### src/hw/rtl/idq_pkg.sv
// Shared types and constants for the indexed double-ended queue.
// Holds the opcode and status encodings and the fixed payload widths.
// No dependencies.
package idq_pkg;

   localparam int VALUE_W = 32;
   localparam int POS_W   = 5;
   localparam int OCC_W   = 5;

   typedef enum logic [2:0] {
      OP_PUSH_FRONT = 3'd0,
      OP_PUSH_BACK  = 3'd1,
      OP_POP_FRONT  = 3'd2,
      OP_POP_BACK   = 3'd3,
      OP_CLEAR      = 3'd4,
      OP_WRITE      = 3'd5,
      OP_READ       = 3'd6
   } opcode_type;

   typedef enum logic [1:0] {
      ST_OK     = 2'd0,
      ST_EMPTY  = 2'd1,
      ST_BADPOS = 2'd2,
      ST_FULL   = 2'd3
   } status_type;

endpackage

### src/hw/rtl/indexed_double_ended_queue_top.sv
// Indexed double-ended queue: top level with ring pointers and response stage.
// Depends on idq_pkg and idq_mem.
//
// Usage:
//   Request channel (req_*): opcode, value, position. One transaction per
//   request; every request yields exactly one response transaction.
//   Response channel (rsp_*): read_value, status, occupancy after the request.
//   Latency: the response is valid the cycle after the request is accepted.
//   Throughput: one request per cycle. Pointer and count registers update at
//   the accepting edge, and the entry store is read or written in that same
//   cycle; its registered read lines up with the response register.
//   Stall: while a response waits for rsp_ready, req_ready stays high only if
//   the response is taken in that cycle; the held read data stays put.
//   Reset: empties the queue (front pointer and count to zero) and drops any
//   pending response. Entry contents are not cleared; a read only ever names
//   an entry that was written.
module indexed_double_ended_queue_top
   import idq_pkg::*;
#(
   parameter int DEPTH = 16
) (
   input  logic                       clock,
   input  logic                       reset,
   input  logic                       req_valid,
   output logic                       req_ready,
   input  logic [2:0]                 req_opcode,
   input  logic signed [VALUE_W-1:0]  req_value,
   input  logic [POS_W-1:0]           req_position,
   output logic                       rsp_valid,
   input  logic                       rsp_ready,
   output logic signed [VALUE_W-1:0]  rsp_read_value,
   output logic [1:0]                 rsp_status,
   output logic [OCC_W-1:0]           rsp_occupancy
);

   localparam int PW = (DEPTH > 1) ? $clog2(DEPTH) : 1;
   localparam int CW = $clog2(DEPTH + 1);
   localparam int XW = CW + POS_W;

   logic [PW-1:0]    front_ff, front_in;
   logic [CW-1:0]    count_ff, count_in;
   logic             rsp_valid_ff;
   status_type       status_ff, status_in;
   logic [OCC_W-1:0] occ_ff;
   logic             rd_ok_ff, rd_ok_in;

   logic             accept;
   logic             full, empty, pos_ok;
   logic [XW-1:0]    pos_ext, cnt_ext, occ_ext;
   logic [POS_W-1:0] pos_m1;
   logic [PW+POS_W:0] pos_m1_ext;
   logic [PW:0]      offset, ring_sum;
   logic [PW-1:0]    ring_addr;
   logic             wr_en, rd_en;
   logic signed [VALUE_W-1:0] rd_data;

   assign accept    = req_valid && req_ready;
   assign req_ready = !rsp_valid_ff || rsp_ready;

   // Queue status flags and position check
   assign full    = (count_ff == CW'(DEPTH));
   assign empty   = (count_ff == '0);
   assign pos_ext = {{CW{1'b0}}, req_position};
   assign cnt_ext = {{POS_W{1'b0}}, count_ff};
   assign pos_ok  = (pos_ext != '0) && (pos_ext <= cnt_ext);

   // Pick the ring offset: count for push back, position minus one otherwise
   assign pos_m1     = req_position - POS_W'(1);
   assign pos_m1_ext = {{(PW+1){1'b0}}, pos_m1};
   always_comb begin
      if (opcode_type'(req_opcode) == OP_PUSH_BACK) begin
         offset = (PW+1)'(count_ff);
      end else begin
         offset = pos_m1_ext[PW:0];
      end
   end

   // Wrap front plus offset around the ring
   assign ring_sum = {1'b0, front_ff} + offset;
   always_comb begin
      if (ring_sum >= (PW+1)'(DEPTH)) begin
         ring_addr = PW'(ring_sum - (PW+1)'(DEPTH));
      end else begin
         ring_addr = ring_sum[PW-1:0];
      end
   end

   // Decode the request into pointer updates and store accesses
   logic [PW-1:0] wr_addr;
   always_comb begin
      front_in  = front_ff;
      count_in  = count_ff;
      status_in = ST_OK;
      rd_ok_in  = 1'b0;
      wr_en     = 1'b0;
      rd_en     = 1'b0;
      wr_addr   = ring_addr;
      case (opcode_type'(req_opcode))
         OP_PUSH_FRONT: begin
            if (full) begin
               status_in = ST_FULL;
            end else begin
               front_in = (front_ff == '0) ? PW'(DEPTH - 1) : front_ff - PW'(1);
               wr_addr  = front_in;
               wr_en    = 1'b1;
               count_in = count_ff + CW'(1);
            end
         end
         OP_PUSH_BACK: begin
            if (full) begin
               status_in = ST_FULL;
            end else begin
               wr_en    = 1'b1;
               count_in = count_ff + CW'(1);
            end
         end
         OP_POP_FRONT: begin
            if (empty) begin
               status_in = ST_EMPTY;
            end else begin
               front_in = (front_ff == PW'(DEPTH - 1)) ? '0 : front_ff + PW'(1);
               count_in = count_ff - CW'(1);
            end
         end
         OP_POP_BACK: begin
            if (empty) begin
               status_in = ST_EMPTY;
            end else begin
               count_in = count_ff - CW'(1);
            end
         end
         OP_CLEAR: begin
            front_in = '0;
            count_in = '0;
         end
         OP_WRITE: begin
            if (pos_ok) begin
               wr_en = 1'b1;
            end else begin
               status_in = ST_BADPOS;
            end
         end
         OP_READ: begin
            if (pos_ok) begin
               rd_en    = 1'b1;
               rd_ok_in = 1'b1;
            end else begin
               status_in = ST_BADPOS;
            end
         end
         default: begin
         end
      endcase
   end

   idq_mem #(
      .DEPTH (DEPTH),
      .AW    (PW)
   ) u_mem (
      .clock   (clock),
      .wr_en   (accept && wr_en),
      .wr_addr (wr_addr),
      .wr_data (req_value),
      .rd_en   (accept && rd_en),
      .rd_addr (ring_addr),
      .rd_data (rd_data)
   );

   // Advance pointers and the response valid flag
   always_ff @(posedge clock) begin
      if (reset) begin
         front_ff     <= '0;
         count_ff     <= '0;
         rsp_valid_ff <= 1'b0;
      end else begin
         if (accept) begin
            front_ff <= front_in;
            count_ff <= count_in;
         end
         if (accept) begin
            rsp_valid_ff <= 1'b1;
         end else if (rsp_ready) begin
            rsp_valid_ff <= 1'b0;
         end
      end
   end

   // Hold the response payload for the current transaction
   assign occ_ext = {{POS_W{1'b0}}, count_in};
   always_ff @(posedge clock) begin
      if (accept) begin
         status_ff <= status_in;
         occ_ff    <= occ_ext[OCC_W-1:0];
         rd_ok_ff  <= rd_ok_in;
      end
   end

   assign rsp_valid      = rsp_valid_ff;
   assign rsp_status     = status_ff;
   assign rsp_occupancy  = occ_ff;
   assign rsp_read_value = rd_ok_ff ? rd_data : '0;

endmodule

### src/hw/rtl/idq_mem.sv
// Entry store of the queue: one write port, one read port, registered read.
// Depends on idq_pkg for the word width.
module idq_mem
   import idq_pkg::*;
#(
   parameter int DEPTH = 16,
   parameter int AW    = 4
) (
   input  logic                       clock,
   input  logic                       wr_en,
   input  logic [AW-1:0]              wr_addr,
   input  logic signed [VALUE_W-1:0]  wr_data,
   input  logic                       rd_en,
   input  logic [AW-1:0]              rd_addr,
   output logic signed [VALUE_W-1:0]  rd_data
);

   logic signed [VALUE_W-1:0] entry_mem [DEPTH];
   logic signed [VALUE_W-1:0] rd_data_ff;

   // Write one word per cycle
   always_ff @(posedge clock) begin
      if (wr_en) begin
         entry_mem[wr_addr] <= wr_data;
      end
   end

   // Load read data only on a read, so it holds while the response stalls
   always_ff @(posedge clock) begin
      if (rd_en) begin
         rd_data_ff <= entry_mem[rd_addr];
      end
   end

   assign rd_data = rd_data_ff;

endmodule

### config.mk
export PLATFORM = sky130hd
export DESIGN_NAME = indexed_double_ended_queue_top
export DESIGN_NICKNAME = d
export VERILOG_FILES = /design/src/hw/rtl/idq_pkg.sv /design/src/hw/rtl/indexed_double_ended_queue_top.sv /design/src/hw/rtl/idq_mem.sv
export SDC_FILE = /design/constraint.sdc
export NUM_CORES = 1
export LEC_CHECK = 0
export BUFFER_PORTS_ARGS = -buffer_cell sky130_fd_sc_hd__buf_2
export CAP_MARGIN = 20
export CORE_MARGIN = 2
export CORE_UTILIZATION = 30
export DETAILED_ROUTE_END_ITERATION = 10
export HOLD_SLACK_MARGIN = 0.08
export SYNTH_ARGS = -nofsm -noshare
export SYNTH_HDL_FRONTEND = slang
export SYNTH_SLANG_ARGS = --single-unit
### constraint.sdc
create_clock -name clock -period 10.4 [get_ports clock]
set_input_delay 0.52 -clock clock [delete_from_list [all_inputs] [get_ports clock]]
set_output_delay 0.52 -clock clock [all_outputs]
set_load 0.01 [all_outputs]
Word level (Yosys, flattened, before mapping). Memories as Yosys holds them, arrays and structs flattened. A register that Yosys moved wholly into a read port is not among the register bits. Index checks and enable logic that the tools add are counted.

Register bits: 18. RAM bits: 512. Bits of input ports: 44. Output and inout port bits: 41. Word-level logic and storage cells: 67. Memories: 1.

Memories: u_mem.entry_mem (words 16, bits a word 32, read ports 1, clocked after Yosys merged registers in 1, write ports 1, line idq_mem.sv:18) `logic signed [VALUE_W-1:0] entry_mem [DEPTH];`.

$add $sub $neg: 7. Order comparisons: 2. Equality and inequality tests: 10. Multiplexer cells: 25. Reductions and logical operators: 16.

Operators with widths (number): $mux 32 (1); $mux 4 (7); $mux 5 (3); $pmux 5 s3 (1); $pmux 4 s3 (1); $reduce_bool 10->1 (1); $sub 5x1->5 const B (2); $eq 3x3->1 const B (3); $mux 1 (8); $sub 4x1->4 const B (2); $eq 3x2->1 const B (2); $pmux 2 s3 (1); $reduce_or 2->1 (3); $add 4x5->5 (1); $add 5x1->5 const B (1); $eq 5x5->1 const B (1); $ge 5x5->1 const B (1); $le 5x5->1 (1); $logic_not 5->1 (1); $add 4x1->4 const B (1); $eq 4x4->1 const B (1); $logic_and 1x1->1 (4); $logic_not 4->1 (1); $mux 2 (2); other kinds (9) (10).

Depth between registers and ports, before layout. Gate-level depths: netlist (run 1).

Depth in word-level cells: 7. Gate-level depth with buffers: 14. Depth with buffers taken out: 11.

Hierarchy. A second synthesis (run 1) with hierarchy kept.

Cells, all modules: 1067. Area total of the unflattened synthesis: 22047.4 µm².

Modules (own cells, without submodules): idq_mem (instances 1, cells each 838, area each 20155.6 µm², sequential area each 16335.7 µm²); indexed_double_ended_queue_top (instances 1, cells each 229, area each 1891.8 µm², sequential area each 440.4 µm²).

Least setup slack after synthesis (run 1). OpenSTA, ideal clock, no wires.

Path kind: input-to-reg. From: in req_opcode[1]. To: mem u_mem.entry_mem[12][0] (enable). Library setup time: 461 ps. Data arrival time: 5459 ps. Required time: 9939 ps. Path slack: 4480 ps. Cell stages on the path: 12. Buffers on the path: 5. Cells stage by stage: buf_2 or3b_1 buf_2 a21oi_1 ha_1 inv_1 fa_1 buf_1 clkbuf_1 buf_2 mux2i_1 nor3_1.

Longest elaborated chain between the ends: 7. Elaborated cells on any way between the ends: 15. Those cells by class: 2 x add/sub; 1 x order compare; 2 x eq/ne; 7 x mux; 3 x reduce/logical.

RTL lines: from (decl) (line indexed_double_ended_queue_top.sv:26) `input logic [2:0] req_opcode,`; $eq 3x1->1 (line indexed_double_ended_queue_top.sv:71, indexed_double_ended_queue_top.sv:98); $mux 5 (line indexed_double_ended_queue_top.sv:71) `if (opcode_type'(req_opcode) == OP_PUSH_BACK) begin`; $add 4x5->5 (line indexed_double_ended_queue_top.sv:79) `assign ring_sum = {1'b0, front_ff} + offset;`; $sub 4x1->4 / $ge 5x5->1 (equally long branches) (line indexed_double_ended_queue_top.sv:82, indexed_double_ended_queue_top.sv:81); $mux 4 (line indexed_double_ended_queue_top.sv:81) `if (ring_sum >= (PW+1)'(DEPTH)) begin`; $mux 4 (line indexed_double_ended_queue_top.sv:100) `if (full) begin`; $mux 4 (line indexed_double_ended_queue_top.sv:98) `case (opcode_type'(req_opcode))`; to (decl) (line idq_mem.sv:18).

Several ways; a longest one is shown, not always the timed one.

Worst setup path after layout (run 1).
From: reg count_ff[0]. To: reg u_mem.rd_data_ff[11] (netlist: u_mem.rd_data[11]), read port of u_mem.entry_mem (data pin).

Longest elaborated chain between the ends: 5. Elaborated cells on any way between the ends: 10. Those cells by class: 2 x add/sub; 2 x order compare; 4 x mux; 2 x reduce/logical.

RTL lines: from (decl) (line indexed_double_ended_queue_top.sv:41) `logic [CW-1:0] count_ff, count_in;`; from (signal assigned) (line indexed_double_ended_queue_top.sv:178) `count_ff <= count_in;`; branches (longest 5 deep; another with $add 4x5->5); to (decl) (line idq_mem.sv:19) `logic signed [VALUE_W-1:0] rd_data_ff;`.

Several ways; the timed one is not identified. A chain may end at the register's enable or synchronous reset.

==> impl_metrics.py, run 1 <==
metrics = {
    "power_and_ir_drop": {
        "p_per_area_nw_per_um2": 198,
        "ir_drop_mv": 0.156,
        "p_leak_nw": 8.11,
    },
    "min_path": {
        "worstHoldPathType": "in -> reg",
    },
    "finish": {
        "stdcell_area_um2": 25700,
        "drive_gt1_share_pct": 27.3,
        "final_net_count": 1301,
        "syn_to_final_growth_pct": 15.3,
        "diodes": 0,
        "mostFrequentLayoutCell": "edfxtp_1",
        "final_cell_mix": "552 x edfxtp_1, 128 x mux4_2, 84 x nand2_1, 84 x buf_2, 67 x and2_1",
        "nFillCells": 6950,
        "final_core_util_pct": 34.8,
    },
    "clock_tree": {
        "cts_buffer_depth": 3,
        "cts_tree": "built",
        "clk_pin_slew_worst_paths_ns": 0.06,
        "cts_made_buffers": 56,
        "clk_latency_ns": 0.62,
        "cts_num_sinks": 562,
        "cts_hold_buf": 0,
        "cts.repair.resized": 0,
        "cts.htree.levels": 2,
        "cts-root-buf": "clkbuf_16",
        "cts_setup_buffers": 0,
    },
    "setup_path": {
        "crit_family": "buffers and inverters",
        "path_buf_inv": 3,
        "crit_path_start_kind": "flip-flop",
        "cp_max_fo": 48,
        "path_class": "reg -> reg",
        "max_stage_delay_ns": 1.23,
        "end_kind": "flip-flop",
        "crit_top_cell": "buf_4",
        "path_cells": "nor2_1, a21oi_1, ha_4, inv_1, fa_4, buf_4, buf_4, mux4_2, and2_1, a211oi_1, a31oi_1",
        "cp_data_required_time_ns": 10.71,
        "critPathArrivalTime_ns": 5.35,
        "cp_slowest_cell": "fa_4",
    },
    "timing": {
        "finalHoldViolCount": 0,
        "finalWorstSetupSlack_ns": 5.37,
        "fin_crit_ns": 5.03,
        "skew_ns": 0.0260,
        "fin_hold_ws_ns": 0.180,
        "relSlewSlack_pct": 29.6,
        "setup_viol": 0,
        "slew_violations": 0,
        "fmax_ghz": 0.199,
        "period_share_pct": 48.4,
        "tns_ns": 0,
        "tightestPinTransition_ns": 1.05,
        "rsz0062_at_grt": "no",
    },
    "synth": {
        "syn_nets": 1198,
        "synthFlopType": "edfxtp_1",
        "synthDistinctLibCells": 56,
        "synth_edf_count": 552,
        "avgSynthCellArea_um2": 19.6,
        "synth_top_area_share_pct": 74.2,
        "ys.warnings.count": 0,
        "ys_seq_elements": 562,
        "ys_seq_area_share_pct": 75.1,
        "syn_area_um2": 22300,
        "synth.area.top_cells": "edfxtp_1 74%, mux4_2 13%, and2_1 1.9%",
        "synth_top_area_cell": "edfxtp_1",
        "synth-async-reset-ratio_pct": 0,
        "syn_inst": 1139,
    },
    "floorplan": {
        "core_um2": 74100,
        "die_h_um": 277,
        "dieArea_um2": 76700,
        "initial_core_util_pct": 30.2,
        "std_cell_rows": 100,
        "dieWidth_um": 277,
        "ios": 85,
    },
    "drt": {
        "routed_wl_mm": 51.5,
        "ant_nets": 0,
        "drc": 0,
        "viasPerCell": 5.02,
        "routedWlPerCell_um": 22.9,
        "num_vias": 11300,
        "drt_iter0_drc": 856,
        "dr.pass1.iters": 5,
    },
    "global_routing": {
        "grt_max_degree": 101,
        "grt_pass1_vias": 11900,
        "grt_usage_pct": 13.4,
        "grt_first_pass_wirelength_mm": 77.1,
        "globalRouteOverflowTotal": 0,
        "antenna_found_initial": 8,
    },
    "placement": {
        "hpwl_mm": 26.0,
        "routabilityCongestion": 0.790,
        "pre_cts_slack_ns": 4.79,
        "placed_area_um2": 24000,
        "port-buffer-count": 84,
    },
    "run_status": {
        "outcome": "complete, no violations",
    },
    "run": {
        "cap_viol_max_count": 0,
    },
}
[path summary, 6_finish.rpt]
check,from,endpoint,slack (ns),cells past startpoint
setup / recovery,count_ff[0]$_SDFFE_PP0P_,u_mem.rd_data[11]$_DFFE_PP_,5.37,11
hold / removal,req_valid,rsp_valid$_SDFFE_PP0P_,0.18,3
hold reg to reg,rsp_valid$_SDFFE_PP0P_,rsp_valid$_SDFFE_PP0P_,0.55,2
setup reg to reg,count_ff[0]$_SDFFE_PP0P_,u_mem.rd_data[11]$_DFFE_PP_,5.37,11
[logic make-up (layout without fill, tap and decap cells)]
group | Yosys count | count (layout) | share of synthesized area (%)
DFF | 562 | 562 | 75.1
AOI/OAI and AO/OA | 128 | 128 | 4.16
and+or+nand+nor | 212 | 212 | 4.82
buffers and inverters | 82 | 225 | 1.57
adders and majority gates | 15 | 15 | 0.874
xor gates and xnor gates | 8 | 8 | 0.375
muxes | 132 | 132 | 13.1
[synth_stat cells (all sizes together), types with 6 or more instances]
master	n
buf	25
inv	16
a31oi	36
a211oi	35
dfxtp	10
o21ai	9
nor2b	6
clkbuf	41
and2	68
nor2	11
a21oi	15
nor3	22
ha	14
mux4	128
nand2	84
edfxtp	552
[cell type report]
cell class,instances,area [um^2],area share (%)
clock buffers,72,1480,5.76
clock inverters,26,241,0.938
inverters,16,60.1,0.233
multi-input cells,495,5340,20.7
flip-flops and latches,562,16800,65.2
well taps,969,1210,4.71
repair buffers,111,636,2.47
[worst min-delay path, delay by kind of cell]
family | cells | cell delay (ns)
AOI/OAI and AO/OA | 1 | 0.05
buffers and inverters | 2 | 0.15
[metal layers]
metal  GRT usage (%)  part of all wire [%]
met1            17.4                    42
met2            23.0                    50
met3            2.42                   5.6
met4            3.73                   2.1
met5               0                  0.13
[per-stage QoR]
step | std cells | total power [mW]
floorplan | 1139 | 3.05
global placement | 2153 | 3.23
detailed placement | 2153 | 3.24
CTS | 2251 | 5.15
global route | 2251 | 5.28
finish | 2251 | 5.09
[registers in the layout (all words and copies together), names as in the netlist]
| register | cells |
|---|---|
| u_mem.rd_data | 32 |
| rsp_status | 2 |
| count_ff | 5 |
| rsp_occupancy | 5 |
| rsp_valid | 1 |
| front_ff | 4 |
| rd_ok_ff | 1 |
| u_mem.entry_mem | 512 |
[power by group]
part / leakage [nW] / switching (mW) / internal (mW)
Combinational: 2.22 / 0.370 / 0.264
Sequential: 5.06 / 0.0111 / 2.53
Clock: 0.831 / 0.835 / 1.08
No activity file was read; power rests on OpenSTA's default activity.
==> run 2, diff against run 1 <==
==> constraint.sdc (replaced) <==
create_clock -name clock -period 4.1 [get_ports clock]
set_input_delay 0.205 -clock clock [delete_from_list [all_inputs] [get_ports clock]]
set_output_delay 0.205 -clock clock [all_outputs]
set_load 0.01 [all_outputs]
==> run 2 against run 1 <==
  * Count of clock-buffer cells in the layout is 2 lower
  * Cell count increased by 3.1%
  * Sequential share of layout area is 2.4 points lower
  * Core utilization increased by 1.3 points
  * Design area rose by 3.9%
  * Worst setup slack got worse by 4.9 ns
  * Critical path type unchanged
  * Critical endpoint is now u_mem.entry_mem[15][14]$_DFFE_PP_
  * Largest power group unchanged
  * Highest routed layer unchanged
==> impl_metrics.py, run 2 (synthesized netlist as in run 1, its figures left out) <==
metrics = {
    "setup_path": {
        "critPathArrivalTime_ns": 3.94,
        "r2r_start": "count_ff[2]$_SDFFE_PP0P_",
        "max_stage_delay_ns": 0.82,
        "cp_max_fo": 17,
        "crit_family": "compound AO/OA/AOI/OAI gates",
        "r2r_slack_ns": 0.48,
        "crit_path_start_kind": "flip-flop",
        "reg2reg_depth": 9,
        "cp_data_required_time_ns": 4.42,
        "path_class": "reg -> reg",
        "path_cells": "inv_1, o21ai_0, ha_1, and3_1, a211oi_1, xnor3_4, a32oi_1, nor3_4, buf_4",
        "end_kind": "flip-flop",
        "cp_slowest_cell": "a32oi_1",
        "path_buf_inv": 2,
        "r2r-end": "u_mem.entry_mem[15][14]$_DFFE_PP_",
    },
    "finish": {
        "diodes": 0,
        "mostFrequentLayoutCell": "edfxtp_1",
        "largest_reg_flops": 512,
        "syn_to_final_growth_pct": 19.8,
        "final-seq-area_um2": 16800,
        "nFillCells": 6844,
        "drive_gt1_share_pct": 28.8,
        "top_register": "u_mem.entry_mem",
        "multiInputGateArea_um2": 5450,
        "final_core_util_pct": 36.1,
        "final_cell_mix": "552 x edfxtp_1, 128 x mux4_2, 84 x nand2_1, 84 x buf_2, 67 x and2_1",
        "final_net_count": 1366,
        "stdcell_area_um2": 26700,
    },
    "min_path": {
        "hp-start": "req_opcode[2]",
        "holdPathEnd": "rsp_status[0]$_DFFE_PP_",
        "whs_path_depth": 3,
        "worstHoldPathType": "in -> reg",
    },
    "timing": {
        "finalHoldViolCount": 0,
        "fin_hold_ws_ns": 0.133,
        "fmax_ghz": 0.276,
        "relSlewSlack_pct": 36.2,
        "skew_ns": 0.0212,
        "finalWorstSetupSlack_ns": 0.483,
        "fin_crit_ns": 3.62,
        "rsz0062_at_grt": "no",
        "slew_violations": 0,
        "period_share_pct": 88.2,
        "tightestPinTransition_ns": 0.957,
        "setup_viol": 0,
    },
    "placement": {
        "port-buffer-count": 84,
        "hpwl_mm": 28.7,
        "pre_cts_slack_ns": 0.184,
        "placed_area_um2": 24600,
        "routabilityCongestion": 0.785,
    },
    "drt": {
        "drt_iter0_drc": 1007,
        "dr.pass1.iters": 5,
        "drc": 0,
        "routedWlPerCell_um": 22.0,
        "routed_wl_mm": 51.0,
        "viasPerCell": 4.89,
        "num_vias": 11300,
        "ant_nets": 0,
    },
    "power_and_ir_drop": {
        "p_per_area_nw_per_um2": 495,
        "p_leak_nw": 8.61,
        "ir_drop_mv": 0.341,
    },
    "floorplan": {
        "ios": 85,
        "core_um2": 74100,
        "die_h_um": 277,
        "dieWidth_um": 277,
        "initial_core_util_pct": 30.2,
        "std_cell_rows": 100,
        "dieArea_um2": 76700,
    },
    "global_routing": {
        "antenna_found_initial": 5,
        "grtUsageMet3_pct": 2.48,
        "grt_first_pass_wirelength_mm": 77.2,
        "grt_max_degree": 53,
        "busiest_layer": "met2",
        "met1_usage_pct": 18.5,
        "grt_pass1_vias": 11900,
        "met2_usage_pct": 21.8,
        "globalRouteOverflowTotal": 0,
        "grt_usage_pct": 13.4,
    },
    "clock_tree": {
        "clk_pin_slew_worst_paths_ns": 0.07,
        "cts_tree": "built",
        "clk_latency_ns": 0.61,
        "cts_setup_buffers": 0,
        "cts_made_buffers": 57,
        "cts_num_sinks": 562,
        "cts-root-buf": "clkbuf_16",
        "cts_buffer_depth": 3,
        "cts.htree.levels": 2,
        "cts.repair.resized": 0,
    },
    "run": {
        "cap_viol_max_count": 0,
    },
    "run_status": {
        "outcome": "complete, no violations",
    },
}
run 2: cell types whose count changed in the layout (fill, tap and decap cells not counted), sizes merged:
cell / previous run / this run
inv: 16 / 18
dlygate4sd3: 0 / 35
clkbuf: 72 / 70
bufinv: 3 / 4
buf: 111 / 140
clkinv: 20 / 25
run 2: metal layers:
| metal | share of wire, % | routed length (um) |
|---|---|---|
| met3 | 4.5 | 2310 |
| met4 | 1.7 | 870 |
| met5 | 0.13 | 65 |
| met1 | 46 | 23300 |
| met2 | 48 | 24500 |
run 2: tightest hold or removal path, stage by stage:
cell,delay (ns)
buf_2,0.09
buf_4,0.20
nor3_1,0.08
run 2: repair_timing:
| item | 4_1_cts | 5_1_grt |
|---|---|---|
| endpoints found under the hold margin | 521 | 0 |
| setup endpoints to repair | 0 | 0 |
| hold buffers | 35 | 0 |
run 2: metrics by stage:
step	setup TNS [ns]	power, mW	std cells
finish	0	13.2	2321
global route	0	13.8	2321
CTS	0	13.4	2321
detailed placement	0	8.37	2182
global placement	0	8.35	2182
floorplan	-46.31	7.78	1139
run 2: worst max path at each step:
| stage | from | end | slack [ns] | depth (start not counted) |
|---|---|---|---|---|
| global placement | req_opcode[0] | u_mem.entry_mem[15][14]$_DFFE_PP_ | 0.26 | 10 |
| finish | count_ff[2]$_SDFFE_PP0P_ | u_mem.entry_mem[15][14]$_DFFE_PP_ | 0.48 | 9 |
| CTS | count_ff[2]$_SDFFE_PP0P_ | u_mem.entry_mem[15][14]$_DFFE_PP_ | 0.49 | 9 |
| detailed placement | req_opcode[0] | u_mem.entry_mem[15][19]$_DFFE_PP_ | 0.18 | 10 |
| global route | count_ff[2]$_SDFFE_PP0P_ | u_mem.entry_mem[15][24]$_DFFE_PP_ | 0.23 | 9 |
| floorplan | req_opcode[1] | u_mem.entry_mem[2][0]$_DFFE_PP_ | -0.30 | 13 |
run 2: final cells by class:
type | instances | share of cell area [%]
clock buffer | 70 | 5.59
clock inverter | 34 | 1.08
inverter | 16 | 0.225
multi-input combinational | 495 | 20.4
sequential | 562 | 62.7
tap | 969 | 4.53
timing repair buffer | 175 | 5.48
run 2: where the power goes:
| part | internal, mW | switching, mW |
|---|---|---|
| clock | 2.84 | 2.15 |
| combinational | 0.778 | 1.02 |
| sequential | 6.43 | 0.0252 |
==> run 3, diff against run 2 <==
==> constraint.sdc (replaced) <==
create_clock -name clock -period 3.42 [get_ports clock]
set_input_delay 0.171 -clock clock [delete_from_list [all_inputs] [get_ports clock]]
set_output_delay 0.171 -clock clock [all_outputs]
set_load 0.01 [all_outputs]
==> run 3 against run 2 <==
  * Die area unchanged
  * Core utilization up 0.58 points
  * Total power up 20%
  * Sequential power is 20% higher
  * Flip-flop and latch count unchanged
  * Clock power increased by 16%
  * Register-to-register slack worse by 0.27 ns
  * Worst setup slack worse by 0.27 ns
  * Via count rose by 1.9%
  * Hold slack improved by 0.036 ns
  * Cell count increased by 1.7%
  * Wire length grew 0.67%
  * Highest routed layer unchanged
==> impl_metrics.py, run 3 (synthesized netlist as in run 1, its figures left out) <==
metrics = {
    "run_status": {
        "outcome": "complete, no violations",
    },
    "global_routing": {
        "grt_usage_pct": 13.4,
        "globalRouteOverflowTotal": 0,
        "antenna_found_initial": 2,
        "grt_max_degree": 36,
        "grt_pass1_vias": 12200,
        "grt_first_pass_wirelength_mm": 77.7,
    },
    "timing": {
        "tightestPinTransition_ns": 0.981,
        "tns_ns": 0,
        "relSlewSlack_pct": 34.3,
        "slew_violations": 0,
        "skew_ns": 0.0140,
        "setup_viol": 0,
        "fmax_ghz": 0.312,
        "rsz0062_at_grt": "no",
        "period_share_pct": 93.8,
        "fin_crit_ns": 3.21,
        "finalWorstSetupSlack_ns": 0.212,
        "finalHoldViolCount": 0,
    },
    "finish": {
        "top_register": "u_mem.entry_mem",
        "nFillCells": 6826,
        "mostFrequentLayoutCell": "edfxtp_1",
        "syn_to_final_growth_pct": 21.7,
        "final_net_count": 1406,
        "largest_reg_flops": 512,
        "diodes": 0,
        "final_cell_mix": "552 x edfxtp_1, 128 x mux4_2, 84 x buf_2",
        "drive_gt1_share_pct": 30.9,
        "stdcell_count": 2360,
    },
    "power_and_ir_drop": {
        "ir_drop_mv": 0.359,
        "p_leak_nw": 8.82,
        "power.total_mw": 15.8,
        "p_per_area_nw_per_um2": 583,
    },
    "setup_path": {
        "max_stage_delay_ns": 0.85,
        "path_class": "reg -> reg",
        "cp_max_fo": 17,
        "path_cells": "nor2_1, a21oi_1, ha_4, inv_1, fa_4, buf_12, buf_4, mux4_2, and2_1, a211oi_1, a31oi_1",
        "end_kind": "flip-flop",
        "critPathArrivalTime_ns": 3.55,
        "cp_slowest_cell": "fa_4",
        "crit_path_start_kind": "flip-flop",
        "cp_data_required_time_ns": 3.76,
        "r2r_slack_ns": 0.21,
    },
    "clock_tree": {
        "cts.htree.levels": 2,
        "cts_made_buffers": 55,
        "cts_tree": "built",
        "cts_num_sinks": 562,
        "cts_hold_buf": 36,
        "cts_buffer_depth": 3,
        "cts.repair.resized": 0,
        "clk_latency_ns": 0.60,
        "clk_pin_slew_worst_paths_ns": 0.07,
        "cts_setup_buffers": 0,
        "cts-root-buf": "clkbuf_16",
    },
    "placement": {
        "hpwl_mm": 30.6,
        "port-buffer-count": 84,
        "routabilityCongestion": 0.770,
        "pre_cts_slack_ns": -0.247,
        "dp_cells": 2223,
    },
    "floorplan": {
        "die_h_um": 277,
        "ios": 85,
        "core_um2": 74100,
        "dieWidth_um": 277,
        "dieArea_um2": 76700,
        "initial_core_util_pct": 30.2,
        "std_cell_rows": 100,
    },
    "drt": {
        "ant_nets": 0,
        "routedWlPerCell_um": 21.8,
        "routed_wl_mm": 51.3,
        "dr.pass1.iters": 5,
        "viasPerCell": 4.90,
        "num_vias": 11600,
        "drc": 0,
        "drt_iter0_drc": 942,
    },
    "run": {
        "cap_viol_max_count": 0,
    },
    "min_path": {
        "worstHoldPathType": "in -> reg",
    },
}
## run 3: changes by cell type in the layout (fill, tap and decap cells not counted), moves of 3 or more
cell       previous run  this run
clkbuf_1             12         4
clkbuf_16            58        55
buf_4                34        62
buf_12               22        35
clkinv_1              9        16
## run 3: power by group
part	leakage (nW)	internal, mW	switching, mW	total [mW]
logic	2.93	1.05	1.27	2.32
registers	5.06	7.70	0.0324	7.74
clock network	0.837	3.24	2.54	5.79
total	8.82	12.0	3.85	15.8
## run 3: metal layers
metal / vias to the layer above / track usage [%] / part of all wire, %
met3: 62 / 2.53 / 5.4
met5: - / 0 / 0.037
met4: 4 / 3.60 / 1.8
met1: 6103 / 17.7 / 43
met2: 312 / 22.6 / 50
li1: 5081 / - / -
## run 3: layout make-up
type                            instances  area, um^2  area share (%)
Timing Repair Buffer                  217        1950            7.16
Multi-Input combinational cell        495        5470            20.1
Clock inverter                         42         319            1.17
Clock buffer                           59        1390            5.12
Tap cell                              969        1210            4.46
Inverter                               16        60.1           0.221
Sequential cell                       562       16800            61.7
## run 3: path summary, 6_finish.rpt
check | startpoint | end | depth (start not counted)
setup / recovery | count_ff[0]$_SDFFE_PP0P_ | u_mem.rd_data[14]$_DFFE_PP_ | 11
hold / removal | req_opcode[0] | front_ff[0]$_SDFFE_PP0P_ | 4
setup reg to reg | count_ff[0]$_SDFFE_PP0P_ | u_mem.rd_data[14]$_DFFE_PP_ | 11
hold reg to reg | front_ff[1]$_SDFFE_PP0P_ | front_ff[1]$_SDFFE_PP0P_ | 2
## run 3: metrics by stage
stage,instance area [um^2],hold WS (ns),util [%]
2_1_floorplan,22600,0.270,-
3_3_place_gp,25100,0.418,33.9
3_5_place_dp,25100,0.429,33.9
4_1_cts,27200,0.133,36.7
5_1_grt,27200,0.212,36.7
6_report,27200,0.169,36.7
## run 3: critical path: cells and delay by family, from the launching register on
kind                       cells  cell delay [ns]
adders and majority gates      2             1.03
AOI/OAI and AO/OA              3             0.67
buffers and inverters          3             0.40
DFF                            1             0.33
muxes                          1             0.28
and+or+nand+nor                2             0.22
